===== src/sv/div64_pkg.sv =====
package div64_pkg;

    // Port width of every data field
    localparam int FIELD_W = 64;

    // Default operand width handed down from the top level
    localparam int DATA_WIDTH_DEF = 64;

    // Mode codes
    localparam logic MODE_UNSIGNED = 1'b0;
    localparam logic MODE_SIGNED   = 1'b1;

    // Controller states
    typedef enum logic [1:0] {
        ST_IDLE,
        ST_CALC,
        ST_FIX
    } t_state;

    // Commands from controller to datapath
    typedef struct packed {
        logic load;   // capture operands, take magnitudes
        logic step;   // one restoring shift-subtract step
        logic fix;    // sign fix-up into the output register
    } t_dp_cmd;

endpackage


===== src/sv/div64_ctrl.sv =====
module div64_ctrl
    import div64_pkg::*;
#(
    parameter int DATA_WIDTH = DATA_WIDTH_DEF
) (
    input  logic    i_clk,
    input  logic    i_rst_n,
    input  logic    i_in_valid,
    output logic    o_in_ready,
    output logic    o_out_valid,
    input  logic    i_out_ready,
    output t_dp_cmd o_cmd
);

    localparam int CNT_W = $clog2(DATA_WIDTH);
    localparam logic [CNT_W-1:0] CNT_LAST = CNT_W'(DATA_WIDTH - 1);

    t_state           r_state, n_state;
    logic [CNT_W-1:0] r_cnt, n_cnt;
    logic             r_out_valid, n_out_valid;
    t_dp_cmd          cmd;

    // State, step counter and output valid
    always_ff @(posedge i_clk) begin
        if (!i_rst_n) begin
            r_state     <= ST_IDLE;
            r_cnt       <= '0;
            r_out_valid <= 1'b0;
        end else begin
            r_state     <= n_state;
            r_cnt       <= n_cnt;
            r_out_valid <= n_out_valid;
        end
    end

    // Next state and commands
    always_comb begin
        n_state  = r_state;
        n_cnt    = r_cnt;
        cmd      = '0;
        unique case (r_state)
            ST_IDLE: begin
                if (i_in_valid) begin
                    cmd.load = 1'b1;
                    n_cnt    = '0;
                    n_state  = ST_CALC;
                end
            end
            ST_CALC: begin
                cmd.step = 1'b1;
                n_cnt    = r_cnt + 1'b1;
                if (r_cnt == CNT_LAST) begin
                    n_state = ST_FIX;
                end
            end
            ST_FIX: begin
                // wait until the output register is free or being emptied
                if (!r_out_valid || i_out_ready) begin
                    cmd.fix = 1'b1;
                    n_state = ST_IDLE;
                end
            end
            default: n_state = ST_IDLE;
        endcase
        n_out_valid = (r_out_valid && !i_out_ready) || cmd.fix;
    end

    assign o_in_ready  = (r_state == ST_IDLE);
    assign o_out_valid = r_out_valid;
    assign o_cmd       = cmd;

endmodule


===== src/sv/div64_dp.sv =====
module div64_dp
    import div64_pkg::*;
#(
    parameter int DATA_WIDTH = DATA_WIDTH_DEF
) (
    input  logic               i_clk,
    input  t_dp_cmd            i_cmd,
    input  logic               i_mode,
    input  logic [FIELD_W-1:0] i_dividend,
    input  logic [FIELD_W-1:0] i_divisor,
    output logic [FIELD_W-1:0] o_quotient,
    output logic [FIELD_W-1:0] o_remainder,
    output logic               o_divide_by_zero
);

    localparam int W = DATA_WIDTH;

    logic [W-1:0] r_rem;     // partial remainder
    logic [W-1:0] r_quo;     // dividend bits shift out, quotient bits shift in
    logic [W-1:0] r_div;     // divisor magnitude
    logic         r_neg_q;
    logic         r_neg_r;
    logic         r_dbz;
    logic [W-1:0] r_out_q;
    logic [W-1:0] r_out_r;
    logic         r_out_dbz;

    logic [W-1:0] a_in, b_in, a_abs, b_abs;
    logic         neg_a, neg_b;
    logic [W:0]   shifted;
    logic [W+1:0] diff;
    logic         fits;
    logic [W-1:0] q_pre, r_pre, q_fix, r_fix;

    // Operand magnitudes at load
    always_comb begin
        a_in  = i_dividend[W-1:0];
        b_in  = i_divisor[W-1:0];
        neg_a = (i_mode == MODE_SIGNED) && a_in[W-1];
        neg_b = (i_mode == MODE_SIGNED) && b_in[W-1];
        a_abs = neg_a ? W'(~a_in + 1'b1) : a_in;
        b_abs = neg_b ? W'(~b_in + 1'b1) : b_in;
    end

    // One restoring step: shift in next dividend bit, subtract if it fits
    always_comb begin
        shifted = {r_rem, r_quo[W-1]};
        diff    = {1'b0, shifted} - {2'b00, r_div};
        fits    = !diff[W+1];
    end

    // Sign fix-up and zero-divisor result
    always_comb begin
        q_pre = r_dbz ? '1 : r_quo;
        r_pre = r_dbz ? '0 : r_rem;
        q_fix = r_neg_q ? W'(~q_pre + 1'b1) : q_pre;
        r_fix = r_neg_r ? W'(~r_pre + 1'b1) : r_pre;
    end

    // Working registers
    always_ff @(posedge i_clk) begin
        if (i_cmd.load) begin
            r_rem   <= '0;
            r_quo   <= a_abs;
            r_div   <= b_abs;
            r_neg_q <= neg_a ^ neg_b;
            r_neg_r <= neg_a;
            r_dbz   <= (b_in == '0);
        end else if (i_cmd.step) begin
            r_rem <= fits ? diff[W-1:0] : shifted[W-1:0];
            r_quo <= {r_quo[W-2:0], fits};
        end
    end

    // Output register
    always_ff @(posedge i_clk) begin
        if (i_cmd.fix) begin
            r_out_q   <= q_fix;
            r_out_r   <= r_fix;
            r_out_dbz <= r_dbz;
        end
    end

    assign o_quotient       = FIELD_W'(r_out_q);
    assign o_remainder      = FIELD_W'(r_out_r);
    assign o_divide_by_zero = r_out_dbz;

endmodule


===== src/sv/divider_64bit_signed_unsigned.sv =====
// Restoring shift-subtract divider, unsigned or signed two's complement.
// Input channel (i_in_valid / o_in_ready) carries mode, dividend and divisor;
// an item transfers when both are high. Output channel (o_out_valid /
// i_out_ready) carries quotient, remainder and the divide-by-zero flag.
// Only the low DATA_WIDTH bits of the operands are used; upper result bits
// are zero. Signed quotients truncate toward zero, remainders take the
// dividend's sign. A zero divisor gives remainder zero and an all-ones
// quotient (negated by the sign rule in signed mode).
// Operands load at the input transfer, then DATA_WIDTH subtract steps run and
// a sign fix-up step writes the output register and sets o_out_valid.
// The single shared subtractor produces one quotient bit per cycle. A new
// item is accepted only back in ST_IDLE, once the last one has been fixed up.
// A finished result sits in the output register; a new item is accepted
// while it waits. If the receiver still stalls when the next result is
// ready, the fix-up cycle holds until the output register frees up.
// Synchronous active-low reset clears the controller and drops o_out_valid.
module divider_64bit_signed_unsigned
    import div64_pkg::*;
#(
    parameter int DATA_WIDTH = DATA_WIDTH_DEF
) (
    input  logic               i_clk,
    input  logic               i_rst_n,
    input  logic               i_in_valid,
    output logic               o_in_ready,
    input  logic               i_mode,
    input  logic [FIELD_W-1:0] i_dividend,
    input  logic [FIELD_W-1:0] i_divisor,
    output logic               o_out_valid,
    input  logic               i_out_ready,
    output logic [FIELD_W-1:0] o_quotient,
    output logic [FIELD_W-1:0] o_remainder,
    output logic               o_divide_by_zero
);

    t_dp_cmd cmd;

    div64_ctrl #(
        .DATA_WIDTH (DATA_WIDTH)
    ) u_ctrl (
        .i_clk       (i_clk),
        .i_rst_n     (i_rst_n),
        .i_in_valid  (i_in_valid),
        .o_in_ready  (o_in_ready),
        .o_out_valid (o_out_valid),
        .i_out_ready (i_out_ready),
        .o_cmd       (cmd)
    );

    div64_dp #(
        .DATA_WIDTH (DATA_WIDTH)
    ) u_dp (
        .i_clk            (i_clk),
        .i_cmd            (cmd),
        .i_mode           (i_mode),
        .i_dividend       (i_dividend),
        .i_divisor        (i_divisor),
        .o_quotient       (o_quotient),
        .o_remainder      (o_remainder),
        .o_divide_by_zero (o_divide_by_zero)
    );

endmodule


===== config.mk =====
export PLATFORM = sky130hd
export DESIGN_NAME = divider_64bit_signed_unsigned
export DESIGN_NICKNAME = d
export VERILOG_FILES = /design/src/sv/div64_pkg.sv /design/src/sv/div64_ctrl.sv /design/src/sv/div64_dp.sv /design/src/sv/divider_64bit_signed_unsigned.sv
export SDC_FILE = /design/constraint.sdc
export NUM_CORES = 1
export LEC_CHECK = 0
export BUFFER_PORTS_ARGS = -buffer_cell sky130_fd_sc_hd__buf_2
export CELL_PAD_IN_SITES_DETAIL_PLACEMENT = 0
export CELL_PAD_IN_SITES_GLOBAL_PLACEMENT = 1
export CORE_UTILIZATION = 45
export CTS_BUF_LIST = sky130_fd_sc_hd__clkbuf_4 sky130_fd_sc_hd__clkbuf_8 sky130_fd_sc_hd__clkbuf_16
export DETAILED_ROUTE_END_ITERATION = 10
export GPL_TIMING_DRIVEN = 0
export PLACE_DENSITY_LB_ADDON = 0.08
export SLEW_MARGIN = 30
export SYNTH_ARGS = -nofsm -noshare
export SYNTH_HDL_FRONTEND = slang
export SYNTH_SLANG_ARGS = --single-unit

===== constraint.sdc =====
create_clock -name i_clk -period 9.6 [get_ports i_clk]
set_input_delay 0.96 -clock i_clk [delete_from_list [all_inputs] [get_ports i_clk]]
set_output_delay 0.96 -clock i_clk [all_outputs]
set_load 0.03 [all_outputs]

==> metrics.txt <==
routability cong. 0.928; vias in the first global route 18,900; post-layout util 53.2%; Post-synth EDFFs 260; Async SR Flop Fraction 0%; share of cells above drive strength 1 13.5%; Die W 223 um; vias 20,400; Layout Nets 2,992; Initial DRC Count 2,300; # rows 80; Post-Layout Cell Count 3,437; CTS root buffer clkbuf_16; Final ANT Viol Nets 0; CP most frequent cell clkbuf_1; sequential-to-total area share from yosys stat 42.4%; status finished clean; dpl cells 3,362; critical path class reg -> reg; Syn Nets 2,679; initial antenna violation count 3; # DRC 0; Avg WL per Cell 22.6 um; placement-stage worst setup slack 3.98 ns; Initial Util 45.7%; Setup crit end u_dp.o_quotient[62]$_DFFE_PP_; synthesized netlist cell count 2,476; met1 usage 45.1%; synth warn 0; Max Root-Sink Buffers 3; first-pass GRT wire length 116,000 um; post-CTS resize count 0; setup slack, reg-to-reg 3.88 ns; RR Endpoint u_dp.o_quotient[62]$_DFFE_PP_; worst vdd ir 0.118 mV; GRT overflow 0; Post-synth top flop edfxtp_1; die height 223 um; clk slew on worst S/H paths 0.06 ns; Post-CTS Setup Repair Bufs 0; final setup fails 0; worst-path cell chain buf_6 -> clkbuf_1 -> clkbuf_1 -> clkbuf_1 -> buf_1 -> buf_1 -> nor2_1 -> ha_1 -> nand2_1 -> or4_1 -> nor2_4 -> nand2_2 -> or2_4 -> nand2b_4 -> or3_4 -> nor3_2 -> mux2i_1 -> o22ai_1; die area 49,500 um^2; Final Max Slew Viols 0; final worst path period need 5.72 ns; met3 GRT Util 4.75%; Startpoint Class flop; largest net degree at the start of global routing 53; PD cells 259 nW/um^2; share of the clock period used by the worst path 59.6%; setup_tns 0 ns; PnR Total Power 6.60 mW; All-Layer GR Usage 31.0%; Fin. Hold Viols 0; Worst Setup SP u_dp.r_dbz$_DFFE_PP_; fin area 25,400 um^2; P&R area growth vs syn 16.3%; TritonRoute pass-1 iters 6; H-tree depth 2; Inserted Clock Buffers 40; Critical Path RT 9.90 ns; CTS tree built; Yosys cell types 80; FILL cells 4,565; cts hold-fix bufs 0; Leak 9.91 nW; CP Capture Type flop; syn_area_per_cell 8.84 um^2; Slowest cell on crit path or4_1; core area 47,800 um^2; Post-Syn Area 21,900 um^2; worst endpoint data arrival time 6.02 ns; final worst slack 3.88 ns; slowest stage delay, CP 0.60 ns; clk_skew 0.0207 ns; clock latency on the worst-skew pair 0.58 ns; Tightest Pin Transition 1.03 ns; R2R cell count 18; Top Usage Layer GRT met2; Hold WS 0.489 ns; worst hold path class reg -> reg; clock sink count 333; vias per inst 5.93; Slew HR 31.6%; Port Buffers 263; DP Wirelength 60,500 um; worst-path fanout max 10; final wirelength 77,700 um; RSZ-0062 raised after global routing no; global-route met2 utilization 47.1%; FMAX 0.175 GHz; Max Cap Viol 0; io pins 264; r2r startpoint u_dp.r_dbz$_DFFE_PP_; area of placed instances 24,200 um^2; flops & latches, synth 333
-- critical path, delay by kind of cell, from the launching register on --
| kind | cells | cell delay (ns) |
|---|---|---|
| AOI/OAI and AO/OA | 1 | 0.10 |
| adders and majority gates | 1 | 0.18 |
| buffers and inverters | 6 | 2.13 |
| DFF | 1 | 0.55 |
| muxes | 1 | 0.21 |
| and+or+nand+nor | 9 | 2.25 |
-- cell usage after synthesis, drive strengths merged, types with 22 or more instances --
| master | number | area [um^2] |
|---|---|---|
| o21ai | 251 | 1260 |
| nor2 | 255 | 972 |
| nor3 | 59 | 320 |
| xor2 | 138 | 1210 |
| nand4 | 27 | 169 |
| dfxtp | 73 | 1460 |
| or3 | 31 | 204 |
| inv | 106 | 398 |
| nor4 | 42 | 303 |
| nand3 | 29 | 145 |
| ha | 69 | 863 |
| edfxtp | 260 | 7810 |
| a21oi | 194 | 971 |
| o41ai | 22 | 208 |
| o31ai | 43 | 328 |
| buf | 24 | 113 |
| nand2 | 272 | 1030 |
| clkbuf | 114 | 428 |
| a211oi | 24 | 185 |
| nand2b | 28 | 183 |
| a21o | 33 | 248 |
| nor2b | 40 | 250 |
| xnor2 | 112 | 981 |
-- layout by cell type (no fill, tap or decap), types with 8 or more instances in the layout --
cell type  Yosys  routed
a21o_1        33      33
o31a_1         9       9
a22oi_1        9       9
dfxtp_1       73      73
nor2b_1       40      39
and2_1         9       9
nand2b_1      27      27
ha_1          69      69
o21bai_1      12      12
a21boi_0       8       8
and3_1        15      15
nand4_1       27      27
nor2_1       253     253
inv_1        106     104
o22ai_1       16      16
clkbuf_1     114     113
nor4_1        37      37
or4_1         16      16
clkbuf_16      0      40
buf_2          6     269
o31ai_1       42      42
o21ai_0      241     241
o21ai_1        9       9
a32oi_1       15      15
o211ai_1       8       8
mux2i_1       17      17
a31oi_1       14      14
nand3_1       29      29
edfxtp_1     260     260
a21oi_1      194     194
nand2_1      270     270
clkinv_1       0      11
o41ai_1       20      20
or3_1         29      29
xor2_1       138     138
xnor2_1      112     112
nor3_1        54      54
buf_1         16      16
a211oi_1      23      23
-- kinds of logic (layout without fill, tap and decap cells) --
kind of cell / after synthesis / after routing / synth area share, %
compound gates: 702 / 702 / 19.5
xor+xnor: 250 / 250 / 10.0
buf+inv: 244 / 588 / 4.29
flops: 333 / 333 / 42.4
mux: 18 / 18 / 0.829
simple gates: 859 / 859 / 18.9
other cells: 0 / 2 / 0
fa+ha+maj: 70 / 70 / 4.04
-- worst min-delay path by stage --
stage,start,endpoint,slack (ns),depth (start not counted)
2_1_floorplan,u_ctrl.r_cnt[3]$_SDFFE_PN0P_,u_ctrl.r_cnt[3]$_SDFFE_PN0P_,0.44,1
3_3_place_gp,u_ctrl.r_cnt[3]$_SDFFE_PN0P_,u_ctrl.r_cnt[3]$_SDFFE_PN0P_,0.46,1
3_5_place_dp,u_ctrl.r_cnt[3]$_SDFFE_PN0P_,u_ctrl.r_cnt[3]$_SDFFE_PN0P_,0.46,1
4_1_cts,u_ctrl.r_cnt[3]$_SDFFE_PN0P_,u_ctrl.r_cnt[3]$_SDFFE_PN0P_,0.49,1
5_1_grt,u_ctrl.r_cnt[3]$_SDFFE_PN0P_,u_ctrl.r_cnt[3]$_SDFFE_PN0P_,0.52,1
6_report,u_ctrl.r_cnt[3]$_SDFFE_PN0P_,u_ctrl.r_cnt[3]$_SDFFE_PN0P_,0.49,1
-- area by class of cell --
type / count / area [um^2] / area share (%)
Clock inverter: 26 / 201 / 0.792
Buffer: 138 / 542 / 2.13
Antenna cell: 2 / 5.00 / 0.0197
Timing Repair Buffer: 271 / 1520 / 5.99
Clock buffer: 47 / 1050 / 4.14
Sequential cell: 333 / 9270 / 36.4
Multi-Input combinational cell: 1899 / 11700 / 45.9
Inverter: 106 / 403 / 1.58
Tap cell: 615 / 769 / 3.02
-- state kept, by name, indices dropped and copies added (netlist names) --
signal	flops
u_dp.o_quotient	64
u_dp.o_remainder	64
u_dp.r_div	64
u_dp.r_quo	64
u_dp.r_rem	64
u_ctrl.r_cnt	6
u_ctrl.r_state	2
u_ctrl.o_out_valid	1
u_dp.o_divide_by_zero	1
u_dp.r_dbz	1
u_dp.r_neg_q	1
u_dp.r_neg_r	1
-- metal layers --
metal	wire (um)	share of wire (%)
met5	0	0
met4	1950	2.5
met3	5610	7.2
met2	34000	44
met1	36100	46
-- power by group --
group,internal (mW),switching (mW),total [mW]
sequential,1.82,0.326,2.14
combinational,1.08,1.90,2.98
clock,0.843,0.633,1.48
Power figures use the tool's default switching activity.
